File: config.mk
export PLATFORM = sky130hd
export DESIGN_NAME = qie_ctrl
export DESIGN_NICKNAME = d
export VERILOG_FILES = /design/src/design/qie_pkg.sv /design/src/design/qie_ctrl.sv
export SDC_FILE = /design/constraint.sdc
export NUM_CORES = 1
export LEC_CHECK = 0
export ABC_AREA = 1
export BUFFER_PORTS_ARGS = -buffer_cell sky130_fd_sc_hd__buf_2
export CORE_AREA = 2 2 39 41
export DETAILED_ROUTE_END_ITERATION = 7
export DIE_AREA = 0 0 41 43
export GPL_TIMING_DRIVEN = 0
export PLACE_DENSITY = 0.39
export SLEW_MARGIN = 0
export SYNTH_ARGS = -nofsm -noshare
export SYNTH_HDL_FRONTEND = slang
export SYNTH_SLANG_ARGS = --single-unit
File: constraint.sdc
create_clock -name clk -period 1.3 [get_ports clk]
set_input_delay 0.13 -clock clk [delete_from_list [all_inputs] [get_ports clk]]
set_output_delay 0.13 -clock clk [all_outputs]
set_load 0.02 [all_outputs]
File: src/design/qie_pkg.sv
// Shared types and codes for the quadtree image encoder.
package qie_pkg;

	typedef enum logic [1:0] {
		SYM_B    = 2'd0,
		SYM_P    = 2'd1,
		SYM_X    = 2'd2,
		SYM_DONE = 2'd3
	} sym_t;

	typedef enum logic [1:0] {
		PH_IDLE = 2'd0,
		PH_RUN  = 2'd1,
		PH_DONE = 2'd2
	} phase_t;

	typedef enum logic [2:0] {
		ST_IDLE   = 3'd0,
		ST_PREP   = 3'd1,
		ST_SCAN   = 3'd2,
		ST_PUSH   = 3'd3,
		ST_SETTLE = 3'd4
	} state_t;

	localparam logic CFG_WIDTH  = 1'b0;
	localparam logic CFG_HEIGHT = 1'b1;

	typedef struct packed {
		logic load;
		logic pull;
		logic scan_init;
		logic scan;
		logic push;
		logic settle;
		logic emit;
	} cmd_t;

	typedef struct packed {
		logic pull_none;
		logic scan_done;
		logic settled;
		logic out_free;
	} status_t;

endpackage

File: src/design/qie_ctrl.sv
// Controller state machine of the quadtree image encoder.
module qie_ctrl import qie_pkg::*; (
	input  logic    clk,
	input  logic    arst_n,
	input  logic    in_valid,
	input  logic    action,
	output logic    in_stall,
	input  status_t status,
	output cmd_t    cmd
);

	state_t state_q, state_d;
	logic   accept;

	always_ff @(posedge clk or negedge arst_n) begin
		if (!arst_n) begin
			state_q <= ST_IDLE;
		end else begin
			state_q <= state_d;
		end
	end

	always_comb begin
		in_stall = (state_q != ST_IDLE) || (action && !status.out_free);
		accept   = in_valid && !in_stall;
		cmd      = '0;
		state_d  = state_q;
		case (state_q)
			ST_IDLE: begin
				if (accept) begin
					if (action) begin
						cmd.pull = 1'b1;
						if (!status.pull_none) state_d = ST_PREP;
					end else begin
						cmd.load = 1'b1;
					end
				end
			end
			ST_PREP: begin
				cmd.scan_init = 1'b1;
				state_d = ST_SCAN;
			end
			ST_SCAN: begin
				cmd.scan = 1'b1;
				if (status.scan_done) state_d = ST_PUSH;
			end
			ST_PUSH: begin
				cmd.push = 1'b1;
				state_d = ST_SETTLE;
			end
			ST_SETTLE: begin
				cmd.settle = 1'b1;
				if (status.settled && status.out_free) begin
					cmd.emit = 1'b1;
					state_d = ST_IDLE;
				end
			end
			default: state_d = ST_IDLE;
		endcase
	end

endmodule

Word-level counts from Yosys, hierarchy flattened:

Cells that the tools add are included.

* bits in registers: 3
* latch bits: 0
* RAM bits: 0
* ROM bits: 0
* output and inout port bits: 8
* word-level logic and storage cells: 34
* memories kept: 0

* add/subtract/negate cells: 0
* $mul: 0
* div/mod/pow operators: 0
* $lt $le $gt $ge: 0
* equal/unequal tests: 9
* shift-type cells: 0
* muxes and demuxes: 15
* bitwise logic cells: 0
* reductions and logical operators: 9

Operators with widths (number)
* $mux 3: 5
* $pmux 3 s5: 1
* $ne 2x2->1 const B: 5
* $eq 3x2->1 const B: 2
* $mux 1: 6
* $mux 2: 3
* $reduce_and 5->1: 1
* $eq 3x1->1 const B: 1
* $eq 3x3->1 const B: 1
* $logic_and 1x1->1: 3
* $logic_not 3->1: 1
* $reduce_bool 3->1: 1
* $logic_not 1->1: 2
* $logic_or 1x1->1: 1

Logic depth before layout (Yosys ltp):

Gate-level depths: netlist of the first run.

* word-level depth: 7
* mapped depth: 4
* depth with buffers taken out: 4

Worst setup path before layout of the first run:

No wires, ideal clock.

* kind: register to output
* from: register state_q[2]
* to: output port cmd[5] in the netlist's numbering
* arrival time: 1.225 ns
* path slack: -0.055 ns
* cell stages (with the launch flop): 4
* buffers on the path: 0
* cells stage by stage: dfrtp_1 > nor2_4 > nand3_1 > nor3_2

RTL lines
* from (decl): RTL line qie_ctrl.sv:12 `state_t state_q, state_d;`
* from (signal assigned): RTL line qie_ctrl.sv:19 `state_q <= state_d;`
* to (decl): RTL line qie_ctrl.sv:9 `output cmd_t cmd`

==> results by group, run 1 <==
Placement
  • Post-DP Area: 357 sq um
  • Port-buffer cells: 15
  • Placer Congestion: 0.625
  • DP HPWL: 490 microns

Worst setup path
  • Worst reg-to-reg setup slack: 0.18 ns
  • Crit end category: primary output
  • Worst Path Max Fanout: 4
  • Worst path required time: 1.17 ns
  • Worst setup SP type: flip-flop
  • Worst R2R End: state_q[0]
  • WS Path Type: reg2out
  • Reg2reg start: state_q[2]
  • CP Data Arrival Time: 1.20 ns
  • R2r worst-path depth: 5

Power
  • Seq pwr share: 0.178
  • Sw Pwr: 516 uW
  • PD cells: 2460 nW/um^2
  • Pleak: 0.258 nW
  • Peak supply drop: 749 uV
  • Int Power: 592 uW
  • Comb power frac: 0.675
  • Switch share: 0.465
  • Clock share of power: 0.147

Synthesis
  • Post-Syn Nets: 42
  • Distinct cells, synth: 13
  • Async set-or-reset flop fraction in the synthesized netlist: 1.00
  • Synth top area share: 0.300
  • Sequential fraction of the synthesis area: 0.300
  • Cell count after synthesis: 34
  • Syn_area_per_cell: 7.36 sq um
  • Yosys reg bits: 3
  • Area contributors post-synth: dfrtp_1 30%, inv_1 14%, nand3_2 12%
  • EDFF count, synth: 0
  • Synth area leader: dfrtp_1
  • Synth top cells by count: 9 x inv_1, 5 x nand2_1
  • Dominant synthesized flop cell: dfrtp_1
  • Count leader, synth: inv_1
  • Ys Warns: 0
  • Synthesized cell area: 250 sq um

Floorplanning
  • Chip Height: 43 microns
  • Die Width: 41 microns
  • I/O pin count: 16
  • Die area: 1760 sq um
  • Row Count: 14
  • Core region area: 1380 sq um
  • Starting density of the core: 0.181

STA
  • Slew headroom: 0.825
  • Worst setup margin: -0.0334 ns
  • Fmax: 750 MHz
  • RSZ-0062 raised after global routing: yes
  • Fin Setup TNS: -0.0468 ns
  • Worst Skew: 0.00166 ns
  • Fin crit period: 1.33 ns
  • Transition time of the tightest slew-check pin: 0.261 ns
  • Final Slew Violations: 0
  • Final hold violations: 0
  • # setup viols final: 3
  • Fin crit share: 1.03

Clock network
  • Clock Root Buffer: clkbuf_4
  • Clock slew at reported path FFs: 0.04 ns
  • Num CTS Buffers: 3
  • CTS tree: done
  • Worst-Skew Late Latency: 0.23 ns
  • Clk sink count: 3
  • Deepest clock path buffer count: 2
  • Htree depth: 1

Finish
  • Number of flip-flops in the largest register: 3
  • Multi-input logic area: 151 sq um
  • Finished Cell Area: 450 sq um
  • Sequential Area: 76.3 sq um
  • Share of cells above drive strength 1: 0.586
  • Utilization after layout: 0.325
  • Synthesis-to-layout area growth: 80.0%
  • Biggest regs: state_q x3
  • Net count, final: 67
  • Ant. Diodes: 0
  • Register bank with the most flops: state_q
  • Fillers: 165

Drt
  • Drt pass-1 iters: 1
  • Drt via density: 3.82
  • Iteration-0 DRC Markers: 0
  • Routed wire length: 632 microns
  • Routed length per instance: 8.54 microns
  • DRC: 0
  • Routed via count: 283
  • Final ANT Viol Nets: 0

GRT
  • Global route overflow: 0
  • First-pass GRT wire length: 1020 microns
  • Initial antenna violation count: 0
  • Met2 usage: 0.131
  • Pin count of the biggest net entering global routing: 6
  • Vias in the first global route: 274
  • Overall global routing resource usage: 0.0866
  • Met3 GRT Util: 0.0157
  • Met1 Use GR: 0.104
  • GRT busiest layer: met2

Status
  • Status: finished, violations left
  • Failing checks: negative setup slack

Hold path
  • Hold Crit Class: in2async

Run
  • MaxCap Viol Count: 0
repair_timing:
item / in CTS / in global routing
endpoints found under the hold margin: 3 / 0
gates resized for setup: 10 / 0
gates cloned: 0 / 0
setup buffers: 4 / 0
hold buffers: 1 / 0
endpoints found under the setup margin: 6 / 7
pin swaps: 3 / 1
power groups by stage:
stage	clock network, mW	registers [mW]	logic, mW
floorplan	0	0.192	0.430
global placement	0	0.204	0.561
detailed placement	0	0.201	0.559
CTS	0.170	0.196	0.753
global route	0.172	0.202	0.824
finish	0.163	0.197	0.748
how the worst max path moves through the flow:
stage	start	end	slack (ns)	depth (start not counted)
finish	state_q[2]	cmd[5]	-0.03	4
global route	state_q[0]	cmd[4]	-0.09	3
CTS	state_q[0]	cmd[5]	-0.03	4
detailed placement	state_q[2]	cmd[5]	0.09	4
global placement	state_q[2]	cmd[5]	0.07	4
floorplan	state_q[2]	state_q[1]	0.07	2
through the flow:
| step | hold WS, ns | setup slack, ns | std cells | total power, mW |
|---|---|---|---|---|
| floorplan | -0.166 | 0.0671 | 34 | 0.622 |
| global placement | -0.0684 | 0.0654 | 65 | 0.765 |
| detailed placement | -0.0730 | 0.0862 | 65 | 0.761 |
| CTS | 0.215 | -0.0324 | 74 | 1.12 |
| global route | 0.242 | -0.0870 | 74 | 1.20 |
| finish | 0.218 | -0.0334 | 74 | 1.11 |
worst max-delay path, stage by stage, from the launching register on:
cell,delay [ns]
dfrtp_2,0.42
nor2_4,0.17
nand3_2,0.11
nor3_4,0.13
buf_6,0.14
kinds of logic (layout without fill, tap and decap cells):
group | Yosys count | in the layout | synth area share
AO/OA/AOI/OAI | 1 | 1 | 0.0250
buffers and inverters | 10 | 34 | 0.160
flip-flops | 3 | 3 | 0.300
AND/OR/NAND/NOR | 20 | 20 | 0.515
area by class of cell:
| cell class | instances | area share |
|---|---|---|
| tap | 16 | 0.0444 |
| inverter | 10 | 0.0889 |
| multi-input combinational | 21 | 0.336 |
| timing repair buffer | 20 | 0.303 |
| clock buffer | 4 | 0.0583 |
| sequential | 3 | 0.169 |
cells in the final DEF (no fill, tap or decap):
cell type	instances
buf_2	11
inv_1	8
nand2_1	5
buf_4	5
nand3_2	4
nor2_1	3
clkbuf_4	3
buf_6	3
nor2_4	2
nor3_2	2
dfrtp_1	2
inv_2	1
inv_4	1
nor3_1	1
nor3_4	1
nand3_1	1
a31oi_1	1
or2_1	1
clkbuf_1	1
dlygate4sd3_1	1
dfrtp_2	1
metal layers:
layer | wire length, microns | share of wire | vias up
met4 | 17 | 0.027 | 0
met1 | 275 | 0.44 | 121
met3 | 30 | 0.047 | 2
met2 | 309 | 0.49 | 10
met5 | 0 | 0 | -
li1 | - | - | 150
(Power assumes the default switching activity.)
==> run 2: changes to the inputs <==
Settings changed: ABC_AREA 1 to 0, CTS_CLUSTER_SIZE set to 40, PLACE_DENSITY 0.39 to 0.36.
==> results by group, run 2 <==
Drt
  • Routed wire length: 758 microns (was 632 microns)
  • Iteration-0 DRC Markers: 0 (unchanged)
  • Drt pass-1 iters: 1 (unchanged)
  • Routed length per instance: 11.8 microns (was 8.54 microns)
  • DRC: 0 (unchanged)
  • Drt via density: 4.22 (was 3.82)
  • Routed via count: 270 (was 283)
  • Final ANT Viol Nets: 0 (unchanged)

Synthesis
  • Post-Syn Nets: 32 (was 42)
  • Compound-cell area share of the yosys netlist: 0.107 (was 0.0250)
  • Syn_area_per_cell: 8.81 sq um (was 7.36 sq um)
  • Ys Warns: 0 (unchanged)
  • EDFF count, synth: 0 (unchanged)
  • Dominant synthesized flop cell: dfrtp_1 (unchanged)
  • Area contributors post-synth: dfrtp_1 36%, nor3b_1 7.1%, nor3b_2 5.9% (was dfrtp_1 30%, inv_1 14%, nand3_2 12%)
  • Synth top cells by count: 3 x dfrtp_1, 3 x nand2_1, 3 x nor2_1 (was 9 x inv_1, 5 x nand2_1)
  • Post-Synth Adder-Cell Area: 0 (unchanged)
  • Cell count after synthesis: 24 (was 34)
  • Mux share of post-synthesis cell area: 0 (unchanged)
  • Async set-or-reset flop fraction in the synthesized netlist: 1.00 (unchanged)
  • Synth top area share: 0.355 (was 0.300)
  • Yosys reg bits: 3 (unchanged)
  • Distinct cells, synth: 16 (was 13)
  • Largest family of logic cells by synthesized area: simple AND/OR/NAND/NOR gates (unchanged)
  • Synth area leader: dfrtp_1 (unchanged)
  • Sequential fraction of the synthesis area: 0.355 (was 0.300)
  • Synthesized cell area: 211 sq um (was 250 sq um)
  • Xor/xnor cell area share of the yosys netlist: 0 (unchanged)
  • Simple logic cell fraction of the synthesized area: 0.450 (was 0.515)

Power
  • Peak supply drop: 817 uV (was 749 uV)
  • Final Power: 994 uW (was 1.11 mW)
  • Pleak: 0.228 nW (was 0.258 nW)
  • Comb power frac: 0.677 (was 0.675)
  • Seq pwr share: 0.164 (was 0.178)
  • Switch share: 0.408 (was 0.465)
  • Sw Pwr: 406 uW (was 516 uW)
  • Clock share of power: 0.160 (was 0.147)
  • PD cells: 2070 nW/um^2 (was 2460 nW/um^2)
  • Int Power: 589 uW (was 592 uW)

STA
  • Fin crit period: 1.56 ns (was 1.33 ns)
  • # setup viols final: 5 (was 3)
  • Fin crit share: 1.20 (was 1.03)
  • Worst setup margin: -0.263 ns (was -0.0334 ns)
  • Fmax: 640 MHz (was 750 MHz)
  • Final Slew Violations: 0 (unchanged)
  • Slew headroom: 0.849 (was 0.825)
  • Worst Skew: 0.000498 ns (was 0.00166 ns)
  • RSZ-0062 raised after global routing: yes (unchanged)
  • Final hold violations: 0 (unchanged)
  • Transition time of the tightest slew-check pin: 0.223 ns (was 0.261 ns)

GRT
  • Vias in the first global route: 296 (was 274)
  • First-pass GRT wire length: 1330 microns (was 1020 microns)
  • Initial antenna violation count: 0 (unchanged)
  • Pin count of the biggest net entering global routing: 8 (was 6)
  • Global route overflow: 0 (unchanged)
  • Overall global routing resource usage: 0.115 (was 0.0866)

Clock network
  • Worst-Skew Late Latency: 0.23 ns (about the same)
  • Clk sink count: 3 (unchanged)
  • Num CTS Buffers: 3 (unchanged)
  • Clock slew at reported path FFs: 0.03 ns (was 0.04 ns)
  • Clock Root Buffer: clkbuf_4 (unchanged)
  • Htree depth: 1 (unchanged)
  • CTS tree: done (unchanged)
  • Deepest clock path buffer count: 2 (unchanged)

Placement
  • Placer Congestion: 0.625 (about the same)
  • DP HPWL: 460 microns (was 490 microns)
  • Worst slack at placement: -0.146 ns (was 0.0862 ns)
  • Port-buffer cells: 15 (unchanged)

Worst setup path
  • WS Path Type: reg2out (unchanged)
  • Crit-path slowest cell: or4b_4 (was dfrtp_2)
  • Worst path required time: 1.17 ns (about the same)
  • Worst setup SP type: flip-flop (unchanged)
  • R2r worst-path depth: 3 (was 5)
  • Worst Path Max Fanout: 2 (was 4)
  • Worst-path cell chain: or4b_4 > nor2_4 > buf_6 (was nor2_4 > nand3_2 > nor3_4 > buf_6)
  • Crit end category: primary output (unchanged)
  • Worst path max stage delay: 0.56 ns (was 0.42 ns)
  • CP Data Arrival Time: 1.43 ns (was 1.20 ns)

Finish
  • Share of cells above drive strength 1: 0.729 (was 0.586)
  • Synthesis-to-layout area growth: 127% (was 80.0%)
  • Biggest regs: state_q x3 (unchanged)
  • Number of flip-flops in the largest register: 3 (unchanged)
  • Multi-input logic area: 180 sq um (was 151 sq um)
  • Sequential Area: 77.6 sq um (was 76.3 sq um)
  • Most frequent cells in the layout: 7 x buf_2, 7 x buf_6, 6 x buf_4 (was 11 x buf_2, 8 x inv_1, 5 x nand2_1, 5 x buf_4, 4 x nand3_2)
  • Net count, final: 57 (was 67)
  • Register bank with the most flops: state_q (unchanged)
  • Utilization after layout: 0.347 (was 0.325)
  • Ant. Diodes: 0 (unchanged)
  • Fillers: 149 (was 165)

Floorplanning
  • Core region area: 1380 sq um (unchanged)
  • Chip Height: 43 microns (unchanged)
  • I/O pin count: 16 (unchanged)
  • Die area: 1760 sq um (unchanged)
  • Starting density of the core: 0.153 (was 0.181)
  • Die Width: 41 microns (unchanged)
  • Row Count: 14 (unchanged)

Hold path
  • Worst hold path depth: 3
  • Hold Crit Class: in2reg (was in2async)

Run
  • MaxCap Viol Count: 0 (unchanged)

Status
  • Failing checks: negative setup slack (unchanged)
  • Status: finished, violations left (unchanged)
[run 2: cell count changes in the layout (fill, tap and decap cells not counted), sizes merged, moves of 2 or more]
cell / delta
inv: -8
nand2: -2
nand3: -5
nor2: -2
nor3: -3
nor3b: +3
[run 2: final cells by class]
cell class              count  area share
inverters                   2      0.0156
flip-flops and latches      3       0.161
multi-input cells          18       0.375
repair buffers             21       0.352
clock buffers               4      0.0547
well taps                  16      0.0417
[run 2: repair_timing]
| action | in CTS | in global routing |
|---|---|---|
| setup endpoints to repair | 4 | 9 |
| gates resized for setup | 21 | 5 |
| setup buffers | 5 | 1 |
| hold buffers | 1 | 0 |
| pin swaps | 7 | 6 |
| endpoints found under the hold margin | 3 | 0 |
[run 2: routing by layer]
layer	GRT usage	vias to the layer above	wire length, microns
li1	-	133	-
met1	0.133	128	294
met2	0.169	9	421
met3	0.0524	0	41
met4	0.0600	0	0
met5	0	-	0
[run 2: critical path, delay by kind of cell (launching register included)]
kind | cells | cell delay, ns
buffers and inverters | 1 | 0.12
DFF | 1 | 0.40
and+or+nand+nor | 2 | 0.68
[run 2: stage by stage]
| step | hold slack, ns | cell area (sq um) | std cells | setup TNS, ns |
|---|---|---|---|---|
| 4_1_cts | 0.164 | 472 | 65 | -1.54 |
| 3_5_place_dp | -0.0707 | 330 | 55 | -0.282 |
| 5_1_grt | 0.169 | 480 | 64 | -1.18 |
| 3_3_place_gp | -0.0717 | 330 | 55 | -0.263 |
| 2_1_floorplan | -0.166 | 235 | 24 | -0.0963 |
| 6_report | 0.172 | 480 | 64 | -0.792 |
[run 2: final timing paths]
check / startpoint / end / slack (ns)
setup / recovery: state_q[1] / cmd[5] / -0.26
hold / removal: in_valid / state_q[0] / 0.17
setup reg to reg: state_q[2] / state_q[0] / 0.05
hold reg to reg: state_q[0] / state_q[0] / 0.59
max in group asynchronous: arst_n / state_q[1] / 0.96
min in group asynchronous: arst_n / state_q[2] / 0.23
[run 2: power by group through the flow]
stage / Clock, mW / Sequential [mW] / Combinational, mW
2_1_floorplan: 0 / 0.174 / 0.291
3_3_place_gp: 0 / 0.188 / 0.389
3_5_place_dp: 0 / 0.191 / 0.393
4_1_cts: 0.167 / 0.160 / 0.634
5_1_grt: 0.183 / 0.165 / 0.724
6_report: 0.159 / 0.163 / 0.673
[run 2: cell families after synthesis]
logic type / after synthesis
simple gates: 15
flops: 3
compound gates: 3
buf+inv: 3
==> run 3: changes to the inputs <==
Settings changed: CTS_BUF_LIST set to sky130_fd_sc_hd__clkbuf_4 sky130_fd_sc_hd__clkbuf_8.
==> results by group, run 3 (synthesis results as in run 2) <==
STA
  • Fmax: 629 MHz (was 640 MHz)
  • Worst Skew: 0.00204 ns (was 0.000498 ns)
  • Transition time of the tightest slew-check pin: 0.223 ns (about the same)
  • Fin crit share: 1.22 (was 1.20)
  • # setup viols final: 4 (was 5)
  • Worst setup margin: -0.291 ns (was -0.263 ns)
  • Slew headroom: 0.850 (was 0.849)
  • Fin Setup TNS: -0.714 ns (was -0.792 ns)
  • RSZ-0062 raised after global routing: yes (unchanged)
  • Final hold violations: 0 (unchanged)
  • Fin crit period: 1.59 ns (was 1.56 ns)
  • Final Slew Violations: 0 (unchanged)
  • Min Hold Slack: 0.175 ns (was 0.172 ns)

Drt
  • Drt via density: 4.14 (was 4.22)
  • Iteration-0 DRC Markers: 2 (was 0)
  • Routed wire length: 679 microns (was 758 microns)
  • DRC: 0 (unchanged)
  • Final ANT Viol Nets: 0 (unchanged)
  • Routed length per instance: 10.8 microns (was 11.8 microns)
  • Drt pass-1 iters: 2 (was 1)
  • Routed via count: 261 (was 270)

Finish
  • Fillers: 153 (was 149)
  • Number of flip-flops in the largest register: 3 (unchanged)
  • Share of cells above drive strength 1: 0.723 (was 0.729)
  • Biggest regs: state_q x3 (unchanged)
  • Net count, final: 56 (was 57)
  • Register bank with the most flops: state_q (unchanged)
  • Synthesis-to-layout area growth: 122% (was 127%)
  • Ant. Diodes: 0 (unchanged)
  • Most frequent cells in the layout: 8 x buf_2, 8 x buf_6, 4 x clkbuf_4 (was 7 x buf_2, 7 x buf_6, 6 x buf_4)

Clock network
  • Worst-Skew Late Latency: 0.23 ns (about the same)
  • Clk sink count: 3 (unchanged)
  • Deepest clock path buffer count: 2 (unchanged)
  • Clock slew at reported path FFs: 0.03 ns (about the same)
  • Clock Root Buffer: clkbuf_4 (unchanged)
  • Htree depth: 1 (unchanged)
  • Num CTS Buffers: 3 (unchanged)
  • CTS tree: done (unchanged)

Floorplanning
  • I/O pin count: 16 (unchanged)
  • Row Count: 14 (unchanged)
  • Die area: 1760 sq um (unchanged)
  • Chip Height: 43 microns (unchanged)
  • Starting density of the core: 0.153 (unchanged)
  • Die Width: 41 microns (unchanged)
  • Core region area: 1380 sq um (unchanged)

GRT
  • Global route overflow: 0 (unchanged)
  • Vias in the first global route: 266 (was 296)
  • Initial antenna violation count: 0 (unchanged)
  • Pin count of the biggest net entering global routing: 9 (was 8)
  • Overall global routing resource usage: 0.0976 (was 0.115)
  • First-pass GRT wire length: 1130 microns (was 1330 microns)

Power
  • Pleak: 0.229 nW (was 0.228 nW)
  • Clock share of power: 0.185 (was 0.160)
  • Switch share: 0.393 (was 0.408)
  • Comb power frac: 0.643 (was 0.677)
  • Final Power: 971 uW (was 994 uW)
  • PD cells: 2070 nW/um^2 (about the same)
  • Peak supply drop: 768 uV (was 817 uV)
  • Seq pwr share: 0.172 (was 0.164)
  • Int Power: 589 uW (about the same)
  • Sw Pwr: 382 uW (was 406 uW)

Hold path
  • Worst hold path depth: 3 (unchanged)
  • WHS Endpoint: state_q[0] (unchanged)
  • Hold Crit Class: in2reg (unchanged)
  • Hold path startpoint: in_valid (unchanged)

Worst setup path
  • Worst R2R End: state_q[0] (unchanged)
  • WS Path Type: reg2out (unchanged)
  • Reg2reg start: state_q[2] (unchanged)
  • CP Data Arrival Time: 1.46 ns (was 1.43 ns)
  • Crit end category: primary output (unchanged)
  • Worst reg-to-reg setup slack: 0.07 ns (was 0.05 ns)
  • R2r worst-path depth: 3 (unchanged)
  • Worst path required time: 1.17 ns (about the same)
  • Worst setup SP type: flip-flop (unchanged)
  • Worst Path Max Fanout: 3 (was 2)

Placement
  • Placer Congestion: 0.625 (unchanged)
  • Worst slack at placement: -0.146 ns (unchanged)
  • DP HPWL: 460 microns (unchanged)
  • Port-buffer cells: 15 (unchanged)

Run
  • MaxCap Viol Count: 0 (unchanged)

Status
  • Status: finished, violations left (unchanged)
  • Failing checks: negative setup slack (unchanged)
## run 3: cell types whose count changed in the layout (fill, tap and decap cells not counted), sizes merged
cell	before	now
buf	20	19
## run 3: area by class of cell
cell class / count / area, sq um / share of cell area
well taps: 16 / 20.0 / 0.0427
repair buffers: 20 / 163 / 0.347
clock buffers: 4 / 30.0 / 0.0640
flip-flops and latches: 3 / 77.6 / 0.165
multi-input cells: 18 / 171 / 0.365
inverters: 2 / 7.51 / 0.0160
## run 3: worst max-delay path, stage by stage, from the launching register on
cell and delay, ns:
dfrtp_2 0.41, or4b_4 0.58, nor2_4 0.12, buf_6 0.12
## run 3: how the worst max path moves through the flow
stage	from	to	slack (ns)	cells past startpoint
after floorplan	state_q[2]	cmd[5]	-0.03	3
after global placement	state_q[2]	cmd[5]	-0.13	4
after detailed placement	state_q[2]	cmd[6]	-0.15	4
after CTS	state_q[2]	cmd[6]	-0.31	4
after global routing	state_q[0]	cmd[6]	-0.33	3
final	state_q[0]	cmd[6]	-0.29	3
## run 3: stage by stage
step | util | area [sq um] | cells
floorplan | - | 235 | 24
global placement | 0.239 | 330 | 55
detailed placement | 0.239 | 330 | 55
CTS | 0.321 | 444 | 63
global route | 0.339 | 469 | 63
finish | 0.339 | 469 | 63
## run 3: power by group through the flow
stage	registers (mW)	clock network, mW	logic (mW)
after global placement	0.188	0	0.389
final	0.167	0.180	0.624
after global routing	0.170	0.205	0.668
after CTS	0.160	0.186	0.573
after floorplan	0.174	0	0.291
after detailed placement	0.191	0	0.393
## run 3: metal layers
metal | vias to the layer above | GRT usage | part of all wire | routed length, microns
met1 | 121 | 0.107 | 0.41 | 275
met4 | 0 | 0.0600 | 0 | 0
met3 | 0 | 0.0471 | 0.060 | 41
li1 | 131 | - | - | -
met2 | 9 | 0.144 | 0.53 | 362
met5 | - | 0 | 0 | 0
## run 3: repair_timing
item | 4_1_cts | 5_1_grt
hold buffers | 1 | 0
hold endpoints to repair | 3 | 0
pin swaps | 6 | 4
buffers inserted | 3 | 1
endpoints found under the setup margin | 4 | 9
resized for setup | 16 | 7
